<file path="src/hw/rtl/rqfs_pkg.sv">
// Shared types and constants for the request queue (first-come or shortest-first).
// No dependencies; imported by the controller, the datapath and the top level.
`timescale 1ns / 1ps

package rqfs_pkg;

   localparam int DEPTH     = 16;
   localparam int SIZE_BITS = 32;

   localparam int CONN_W   = 10;
   localparam int HANDLE_W = 16;
   localparam int FSIZE_W  = 32;
   localparam int STATUS_W = 2;
   localparam int OCC_W    = 5;
   localparam int CAP_W    = 5;
   localparam int CSR_W    = 5;
   localparam int CSR_IDX_W = 1;

   localparam int CNT_W = $clog2(DEPTH + 1);
   localparam int CMP_W = (CNT_W > CAP_W) ? CNT_W : CAP_W;

   localparam logic [CSR_IDX_W-1:0] CSR_POLICY   = 1'b0;
   localparam logic [CSR_IDX_W-1:0] CSR_CAPACITY = 1'b1;

   localparam logic [CAP_W-1:0] CAPACITY_RESET = 5'd16;

   localparam logic MODE_ENQUEUE = 1'b0;
   localparam logic MODE_DEQUEUE = 1'b1;

   localparam logic POLICY_FIFO     = 1'b0;
   localparam logic POLICY_SHORTEST = 1'b1;

   typedef enum logic [STATUS_W-1:0] {
      STATUS_DONE  = 2'd0,
      STATUS_FULL  = 2'd1,
      STATUS_EMPTY = 2'd2
   } status_type;

   typedef enum logic [1:0] {
      OP_INSERT = 2'd0,
      OP_REMOVE = 2'd1,
      OP_REJECT = 2'd2,
      OP_EMPTY  = 2'd3
   } op_type;

   typedef enum logic [1:0] {
      ST_IDLE    = 2'd0,
      ST_COMPARE = 2'd1,
      ST_UPDATE  = 2'd2
   } state_type;

   typedef struct packed {
      logic [CONN_W-1:0]    conn;
      logic [HANDLE_W-1:0]  handle;
      logic [SIZE_BITS-1:0] size;
   } entry_type;

   typedef struct packed {
      logic   load;
      logic   compare;
      logic   update;
      op_type op;
   } cmd_type;

   typedef struct packed {
      logic dequeue;
      logic full;
      logic empty;
   } stat_type;

endpackage

</file>
<file path="src/hw/rtl/rqfs_ctrl.sv">
// Controller state machine for the request queue: load, compare, update.
// Depends on rqfs_pkg; drives the datapath through cmd_type and reads stat_type.
`timescale 1ns / 1ps

module rqfs_ctrl
   import rqfs_pkg::*;
(
   input  logic     clock,
   input  logic     reset,
   input  logic     start,
   output logic     busy,
   input  stat_type stat,
   output cmd_type  cmd
);

   state_type state_ff, state_in;

   always_ff @(posedge clock) begin
      if (reset) begin
         state_ff <= ST_IDLE;
      end else begin
         state_ff <= state_in;
      end
   end

   always_comb begin
      state_in    = state_ff;
      cmd.load    = 1'b0;
      cmd.compare = 1'b0;
      cmd.update  = 1'b0;
      cmd.op      = OP_INSERT;
      busy        = 1'b1;
      case (state_ff)
         ST_IDLE: begin
            busy = 1'b0;
            if (start) begin
               cmd.load = 1'b1;
               state_in = ST_COMPARE;
            end
         end
         ST_COMPARE: begin
            cmd.compare = 1'b1;
            state_in    = ST_UPDATE;
         end
         ST_UPDATE: begin
            cmd.update = 1'b1;
            if (stat.dequeue) begin
               cmd.op = stat.empty ? OP_EMPTY : OP_REMOVE;
            end else begin
               cmd.op = stat.full ? OP_REJECT : OP_INSERT;
            end
            state_in = ST_IDLE;
         end
         default: begin
            state_in = ST_IDLE;
         end
      endcase
   end

endmodule

</file>
<file path="src/hw/rtl/rqfs_datapath.sv">
// Datapath of the request queue: a row of entry cells with per-cell size compare,
// configuration registers, request latch and result registers. Depends on rqfs_pkg.
`timescale 1ns / 1ps

module rqfs_datapath
   import rqfs_pkg::*;
(
   input  logic                 clock,
   input  logic                 reset,
   input  cmd_type              cmd,
   output stat_type             stat,
   input  logic                 csr_we,
   input  logic [CSR_IDX_W-1:0] csr_index,
   input  logic [CSR_W-1:0]     csr_wdata,
   input  logic                 req_mode,
   input  logic [CONN_W-1:0]    req_conn_id,
   input  logic [HANDLE_W-1:0]  req_file_handle,
   input  logic [FSIZE_W-1:0]   req_file_size,
   output logic                 rsp_valid,
   output logic [STATUS_W-1:0]  rsp_status,
   output logic [CONN_W-1:0]    rsp_head_conn,
   output logic [HANDLE_W-1:0]  rsp_head_handle,
   output logic [FSIZE_W-1:0]   rsp_head_size,
   output logic [OCC_W-1:0]     rsp_occupancy
);

   localparam logic [DEPTH-1:0] ONES = {DEPTH{1'b1}};

   logic             policy_ff;
   logic [CAP_W-1:0] capacity_ff;

   logic      mode_ff;
   entry_type req_ff;

   entry_type  entry_ff [DEPTH];
   entry_type  entry_in [DEPTH];
   logic [CNT_W-1:0] count_ff, count_in;

   logic [DEPTH-1:0] found_ff, found_in;
   logic [DEPTH-1:0] below;

   logic                rsp_valid_ff;
   status_type          rsp_status_ff;
   entry_type           rsp_head_ff;
   logic [CNT_W-1:0]    rsp_count_ff;

   logic [CMP_W-1:0] cnt_ext;
   logic [CMP_W-1:0] cap_ext;

   always_ff @(posedge clock) begin
      if (reset) begin
         policy_ff   <= POLICY_FIFO;
         capacity_ff <= CAPACITY_RESET;
      end else if (csr_we) begin
         case (csr_index)
            CSR_POLICY:   policy_ff   <= csr_wdata[0];
            CSR_CAPACITY: capacity_ff <= csr_wdata[CAP_W-1:0];
            default:      ;
         endcase
      end
   end

   always_ff @(posedge clock) begin
      if (cmd.load) begin
         mode_ff       <= req_mode;
         req_ff.conn   <= req_conn_id;
         req_ff.handle <= req_file_handle;
         req_ff.size   <= SIZE_BITS'(req_file_size);
      end
   end

   // Full when the count reaches the capacity register or the physical depth.
   assign cnt_ext      = CMP_W'(count_ff);
   assign cap_ext      = CMP_W'(capacity_ff);
   assign stat.full    = (cnt_ext >= cap_ext) || (cnt_ext >= CMP_W'(DEPTH));
   assign stat.empty   = (count_ff == '0);
   assign stat.dequeue = (mode_ff == MODE_DEQUEUE);

   // In shortest-first mode each held cell flags if the new entry goes before it.
   // The count-position cell always flags, so the first flag is the insertion point.
   for (genvar gi = 0; gi < DEPTH; gi++) begin : g_cmp
      logic held;
      logic goes_before;
      assign held = (CNT_W'(gi) < count_ff);
      if (gi == 0) begin : g_head
         assign goes_before = (req_ff.size < entry_ff[gi].size);
      end else begin : g_rest
         assign goes_before = !(req_ff.size > entry_ff[gi].size);
      end
      assign found_in[gi] = (CNT_W'(gi) == count_ff) ||
                            ((policy_ff == POLICY_SHORTEST) && held && goes_before);
      assign below[gi] = |(found_ff & (ONES >> (DEPTH - gi)));
   end

   always_ff @(posedge clock) begin
      if (cmd.compare) begin
         found_ff <= found_in;
      end
   end

   for (genvar gi = 0; gi < DEPTH; gi++) begin : g_cell
      always_comb begin
         entry_in[gi] = entry_ff[gi];
         if (cmd.op == OP_REMOVE) begin
            if (gi < DEPTH - 1) begin
               entry_in[gi] = entry_ff[(gi < DEPTH - 1) ? gi + 1 : gi];
            end
         end else if (below[gi]) begin
            entry_in[gi] = entry_ff[(gi > 0) ? gi - 1 : gi];
         end else if (found_ff[gi]) begin
            entry_in[gi] = req_ff;
         end
      end
   end

   always_ff @(posedge clock) begin
      if (cmd.update && ((cmd.op == OP_INSERT) || (cmd.op == OP_REMOVE))) begin
         entry_ff <= entry_in;
      end
   end

   always_comb begin
      count_in = count_ff;
      if (cmd.update) begin
         case (cmd.op)
            OP_INSERT: count_in = count_ff + CNT_W'(1);
            OP_REMOVE: count_in = count_ff - CNT_W'(1);
            default:   count_in = count_ff;
         endcase
      end
   end

   always_ff @(posedge clock) begin
      if (reset) begin
         count_ff     <= '0;
         rsp_valid_ff <= 1'b0;
      end else begin
         count_ff     <= count_in;
         rsp_valid_ff <= cmd.update;
      end
   end

   always_ff @(posedge clock) begin
      if (cmd.update) begin
         rsp_count_ff <= count_in;
         case (cmd.op)
            OP_REMOVE: begin
               rsp_status_ff <= STATUS_DONE;
               rsp_head_ff   <= entry_ff[0];
            end
            OP_REJECT: begin
               rsp_status_ff <= STATUS_FULL;
               rsp_head_ff   <= '0;
            end
            OP_EMPTY: begin
               rsp_status_ff <= STATUS_EMPTY;
               rsp_head_ff   <= '0;
            end
            default: begin
               rsp_status_ff <= STATUS_DONE;
               rsp_head_ff   <= '0;
            end
         endcase
      end
   end

   assign rsp_valid       = rsp_valid_ff;
   assign rsp_status      = rsp_status_ff;
   assign rsp_head_conn   = rsp_head_ff.conn;
   assign rsp_head_handle = rsp_head_ff.handle;
   assign rsp_head_size   = FSIZE_W'(rsp_head_ff.size);
   assign rsp_occupancy   = OCC_W'(rsp_count_ff);

endmodule

</file>
<file path="src/hw/rtl/request_queue_fifo_or_shortest_first_top.sv">
// Request queue, first-come or shortest-first order. A request is taken when start
// is high and busy is low; its result strobes on rsp_valid after the load, compare
// and update states. No new request is taken until then. Load latches the request,
// compare registers the parallel size compare of all cells, update shifts the cells.
// The receiver cannot stall. Synchronous reset empties the queue, sets policy to
// first-come and capacity to 16; entry contents are not cleared.
`timescale 1ns / 1ps

module request_queue_fifo_or_shortest_first_top
   import rqfs_pkg::*;
(
   input  logic                 clock,
   input  logic                 reset,
   input  logic                 start,
   output logic                 busy,
   input  logic                 req_mode,
   input  logic [CONN_W-1:0]    req_conn_id,
   input  logic [HANDLE_W-1:0]  req_file_handle,
   input  logic [FSIZE_W-1:0]   req_file_size,
   input  logic                 csr_we,
   input  logic [CSR_IDX_W-1:0] csr_index,
   input  logic [CSR_W-1:0]     csr_wdata,
   output logic                 rsp_valid,
   output logic [STATUS_W-1:0]  rsp_status,
   output logic [CONN_W-1:0]    rsp_head_conn,
   output logic [HANDLE_W-1:0]  rsp_head_handle,
   output logic [FSIZE_W-1:0]   rsp_head_size,
   output logic [OCC_W-1:0]     rsp_occupancy
);

   cmd_type  cmd;
   stat_type stat;

   rqfs_ctrl u_ctrl (
      .clock (clock),
      .reset (reset),
      .start (start),
      .busy  (busy),
      .stat  (stat),
      .cmd   (cmd)
   );

   rqfs_datapath u_datapath (
      .clock           (clock),
      .reset           (reset),
      .cmd             (cmd),
      .stat            (stat),
      .csr_we          (csr_we),
      .csr_index       (csr_index),
      .csr_wdata       (csr_wdata),
      .req_mode        (req_mode),
      .req_conn_id     (req_conn_id),
      .req_file_handle (req_file_handle),
      .req_file_size   (req_file_size),
      .rsp_valid       (rsp_valid),
      .rsp_status      (rsp_status),
      .rsp_head_conn   (rsp_head_conn),
      .rsp_head_handle (rsp_head_handle),
      .rsp_head_size   (rsp_head_size),
      .rsp_occupancy   (rsp_occupancy)
   );

endmodule
</file>
<file path="config.mk">
export PLATFORM = sky130hd
export DESIGN_NAME = request_queue_fifo_or_shortest_first_top
export DESIGN_NICKNAME = d
export VERILOG_FILES = /design/src/hw/rtl/rqfs_pkg.sv /design/src/hw/rtl/rqfs_ctrl.sv /design/src/hw/rtl/rqfs_datapath.sv /design/src/hw/rtl/request_queue_fifo_or_shortest_first_top.sv
export SDC_FILE = /design/constraint.sdc
export NUM_CORES = 2
export LEC_CHECK = 0
export ABC_AREA = 1
export BUFFER_PORTS_ARGS = -buffer_cell sky130_fd_sc_hd__clkbuf_2
export CAP_MARGIN = 20
export CORE_MARGIN = 2
export CORE_UTILIZATION = 60
export DETAILED_ROUTE_END_ITERATION = 8
export MAX_ROUTING_LAYER = met4
export PLACE_DENSITY = 0.77
export REMOVE_ABC_BUFFERS = 1
export SLEW_MARGIN = 20
export SYNTH_ARGS = -nofsm -noshare
export SYNTH_HDL_FRONTEND = slang
export SYNTH_SLANG_ARGS = --single-unit
</file>
<file path="constraint.sdc">
create_clock -name clock -period 9.3 [get_ports clock]
set_input_delay 0.93 -clock clock [delete_from_list [all_inputs] [get_ports clock]]
set_output_delay 0.93 -clock clock [all_outputs]
set_load 0.005 [all_outputs]
</file>
---- After elaboration in Yosys (flattened, before gate mapping) ----
Cells that the tools add are included.
operators by class
  mux-type cells .......................... 59
  add/subtract/negate cells ............... 2
  equal/unequal tests ..................... 21
  reductions and logical operators ........ 117
  magnitude comparators ................... 34
  bitwise gates (word level) .............. 2
operator list
  operator              number
  $mux W58              46
  $gt A32 B32 Y1        15
  $reduce_bool A3 Y1    14
  $eq A4 B5 Y1 const A  8
  $lt A4 B5 Y1 const A  8
  $reduce_and A2 Y1     17
  $logic_and A1 B1 Y1   33
  $lt A32 B32 Y1        1
  $eq A3 B5 Y1 const A  4
  $lt A3 B5 Y1 const A  4
  $logic_or A1 B1 Y1    18
  $logic_not A1 Y1      15
  $reduce_or A15 Y1     1
  $reduce_or A14 Y1     1
  $reduce_or A13 Y1     1
  $reduce_or A12 Y1     1
  $reduce_or A11 Y1     1
  $eq A2 B5 Y1 const A  2
  $lt A1 B5 Y1 const A  2
  $lt A2 B5 Y1 const A  2
  $pmux W5 S2           1
  $reduce_or A10 Y1     1
  $reduce_or A9 Y1      1
  $mux W2               4
  other kinds (24)      34
storage, ports and cells
  register bits ........................... 1082
  input port bits ......................... 69

---- Depth between registers and ports, before layout ----
  word-level depth ........................ 9
  depth in mapped cells ................... 16

---- Hierarchy ----
Synthesis repeated with hierarchy kept, for this count alone.
second synthesis, totals
  cell total of the unflattened synthesis .. 7177
  area, all modules ....................... 64398.0 um^2
modules (own cells, without submodules)
  module         times used  area an instance (um^2)  seq. area each (um^2)  cells an instance
  rqfs_datapath  1           64279.1                  32311.0                7159
  rqfs_ctrl      1           118.9                    40.0                   18

---- Worst setup path after synthesis ----
Ideal clock, no wire load.
  kind .................................... reg2reg
  from .................................... register u_ctrl.state_ff[1]
  to ...................................... register u_datapath.entry_ff[290] (netlist bit), enable pin
  cell stages (with the launch flop) ...... 9
  required time ........................... 8.791 ns
  path buffers ............................ 4
  setup slack ............................. 1.213 ns
  library setup time ...................... 0.509 ns
  arrival ................................. 7.579 ns
  cells stage by stage .................... dfxtp_1 > inv_1 > nor2_1 > nand3_1 > buf_2 > buf_2 > clkbuf_1 > buf_2 > a31oi_1
RTL lines
  what                    line                  source
  from (decl)             rqfs_ctrl.sv:16       state_type state_ff, state_in;
  from (signal assigned)  rqfs_ctrl.sv:22       state_ff <= state_in;
  to (signal assigned)    rqfs_datapath.sv:118  entry_ff <= entry_in;
  to (decl)               rqfs_datapath.sv:35   entry_type entry_ff [DEPTH];

==> run metrics <==
post-layout min period=5.95 ns; clk slew on worst S/H paths=0.06 ns; initial core utilization=roughly 60%; flop2flop setup slack=3.35 ns; CP required=around 9.9 ns; number of global-route vias before repair=51,900; share of power burned in combinational logic=roughly 8.5%; area growth from synthesis to layout=8.48%; Post-Place Worst Slack=roughly 3.5 ns; gr usage total=36.2%; H-tree levels=3; fmax=168 MHz; RSZ-0062 raised after global routing=no; final cycle utilization of the critical path=64.0%; slew margin rel.=19.4%; IO buf count=135; DRC=0; Internal=8.35 mW; # Post-CTS Setup Buffers=0; Pwr per Cell Area=159 nW/um^2; Die X=332 microns; floorplan row count=120; critical path launch point type=register; pin count of the biggest net entering global routing=roughly 250; critical path data arrival time=6.50 ns; TritonCTS Sinks=1,082; routability congestion estimate=approximately 0.96; Ports=136; crit end category=register; Sw Share=25.0%; ys flop type=edfxtp_1; initial antenna violation count=1; Hold Fails Final Rpt=0; MaxCap Viol Count=0; hold_ws=around 0.37 ns; root buf cell=clkbuf_16; worst-case clock buffer depth=3; Vias/cell=slightly above 6; Die Ht=332 microns; Max stage delay on crit path=~0.69 ns; first-pass GRT wire length=300,000 microns; Skew-Pair Late Insertion Delay=between 0.7 and 0.8 ns; setup TNS=0 ns; ANT nets after route=0; Synth Cell Area=64,600 sq um; antenna fix cells=0; fin. max-slew vios=0; routed wire length=roughly 200,000 microns; Yosys Warn Count=0; Finished Layout Cells=about 8,800; top cells by count, synth=nand2_1, edfxtp_1, inv_1; slowest cell on the critical path=nand2_2; number of synthesized flops with an enable pin=approximately 1,100; Iteration-0 DRC Markers=around 7,700; hold-fix buffer count after cts=0; asr flop ratio synth=0%; total number of vias=approximately 55,000; CP Max Fanout=66; Clock Power Share=41.7%; Seq pwr share=between 40% and 50%; Avg Inst Size Synth=8.74 sq um; Mapped Cells=7,391; WL per Instance=22.5 microns; cts bufs inserted=117; outcome=finished clean; share of the synthesized area in the top cell type=49.7%; final setup violating endpoints=0; Seq/Total Area, Yosys=50.1%; VDD IR max=between 100 and 150 uV; post-cts resize count=0; CTS tree=built; Inst Count DP=8,593; hpwl dp=127,000 microns; total gr overflow=0; fraction of layout cells with a size suffix above 1=5.96%; First-pass DRT Iterations=9; Final nets=between 7,000 and 8,000; synthesized flop and latch total=1,082; Synth area leader=edfxtp_1; Die Area=approximately 110,000 sq um; synth top area cells=edfxtp_1, nand2_1, ha_1; Synth cell types=37; min setup slack post-route=3.35 ns; Worst Skew=0.0370 ns; Sw Pwr=2.79 mW; Pleak=29.5 nW; Core Footprint=roughly 110,000 sq um; type of the worst setup path=reg2reg; worst hold path type=in2reg; crit-path cells=nor2_4 > buf_4 > nand2_2 > nor2_4 > nand2_4 > nor2_8 > nand2_4 > inv_6 > nand2_2 > buf_4 > nor2_4 > buf_4 > nand2_1 > o211ai_1; most frequent cell after synthesis=nand2_1; actual slew at the worst max-slew pin=1.21 ns
per-layer routing:
layer / part of all wire (%) / track usage, %
met1: 39 / 48.1
met3: 12 / 7.30
met5: 0 / -
met2: 44 / 54.2
met4: 4.7 / 15.6
sequential cells by signal, indices dropped and copies added, names as in the netlist:
register,cells
u_datapath.found_ff,16
u_datapath.rsp_head_handle,16
u_datapath.rsp_occupancy,5
u_datapath.req_ff,58
u_datapath.rsp_status,2
u_datapath.rsp_head_conn,10
u_datapath.rsp_valid,1
u_datapath.policy_ff,1
u_ctrl.state_ff,2
u_datapath.rsp_head_size,32
u_datapath.entry_ff,928
u_datapath.cnt_ext,5
u_datapath.cap_ext,5
u_datapath.mode_ff,1
cells in the final DEF (no fill, tap or decap), types with 9 or more instances in the layout:
cell | synthesis | routed
nor2_1 | 393 | 386
o21ai_1 | 66 | 66
a31oi_1 | 136 | 133
edfxtp_1 | 1068 | 1068
o21a_1 | 17 | 17
clkbuf_1 | 313 | 29
a21oi_1 | 236 | 227
nand4_1 | 47 | 47
dfxtp_1 | 14 | 14
o211ai_1 | 271 | 271
o221ai_1 | 31 | 31
clkinv_1 | 0 | 20
clkbuf_16 | 0 | 119
nor3_1 | 28 | 27
clkbuf_2 | 0 | 135
nor2_4 | 1 | 12
a21oi_4 | 0 | 9
clkinv_2 | 1 | 26
nand3_1 | 450 | 449
nand2_1 | 2075 | 2070
a21o_1 | 15 | 15
inv_1 | 786 | 784
o21ai_0 | 776 | 776
buf_4 | 13 | 87
ha_1 | 521 | 521
per-stage QoR:
stage          power (mW)  cell area, sq um  utilization (%)
2_1_floorplan        6.25             62800                -
3_3_place_gp         6.51             66200             62.0
3_5_place_dp         6.56             66200             62.0
4_1_cts              11.1             70000             65.4
5_1_grt              11.4             70000             65.5
6_report             11.1             70000             65.5
power by group through the flow:
stage	registers [mW]	clock network [mW]	logic (mW)
2_1_floorplan	5.67	0	0.575
3_3_place_gp	5.64	0	0.868
3_5_place_dp	5.65	0	0.912
4_1_cts	5.54	4.65	0.920
5_1_grt	5.55	4.82	1.04
6_report	5.55	4.64	0.947
worst max-delay path, delay by kind of cell, from the launching register on:
family                 cells  cell delay (ns)
and+or+nand+nor            9             2.88
buffers and inverters      4             2.26
DFF                        1             0.43
AOI/OAI and AO/OA          1             0.12
cells by family after synthesis:
group           Yosys count  share of synthesized area (%)
compound gates         1549                           13.6
simple gates           3020                           18.8
xor+xnor                  3                         0.0407
fa+ha+maj               521                           10.1
buf+inv                1216                           7.30
flops                  1082                           50.1
cell type report:
cell class,instances,area [sq um]
Multi-Input combinational cell,5093,27800
Clock buffer,153,3160
Inverter,791,2990
Fill cell,8696,36900
Timing Repair Buffer,227,1450
Sequential cell,1082,32400
Tap cell,1403,1760
Clock inverter,66,568
worst paths after layout:
kind	startpoint	end	depth (start not counted)
worst max-delay path	u_datapath.found_ff[0]	u_datapath.entry_ff[302]	14
worst min-delay path	req_file_size[25]	u_datapath.req_ff[25]	1
worst max register to register	u_datapath.found_ff[0]	u_datapath.entry_ff[302]	14
worst min register to register	u_ctrl.state_ff[1]	u_ctrl.state_ff[1]	1
(Power assumes the default switching activity.)
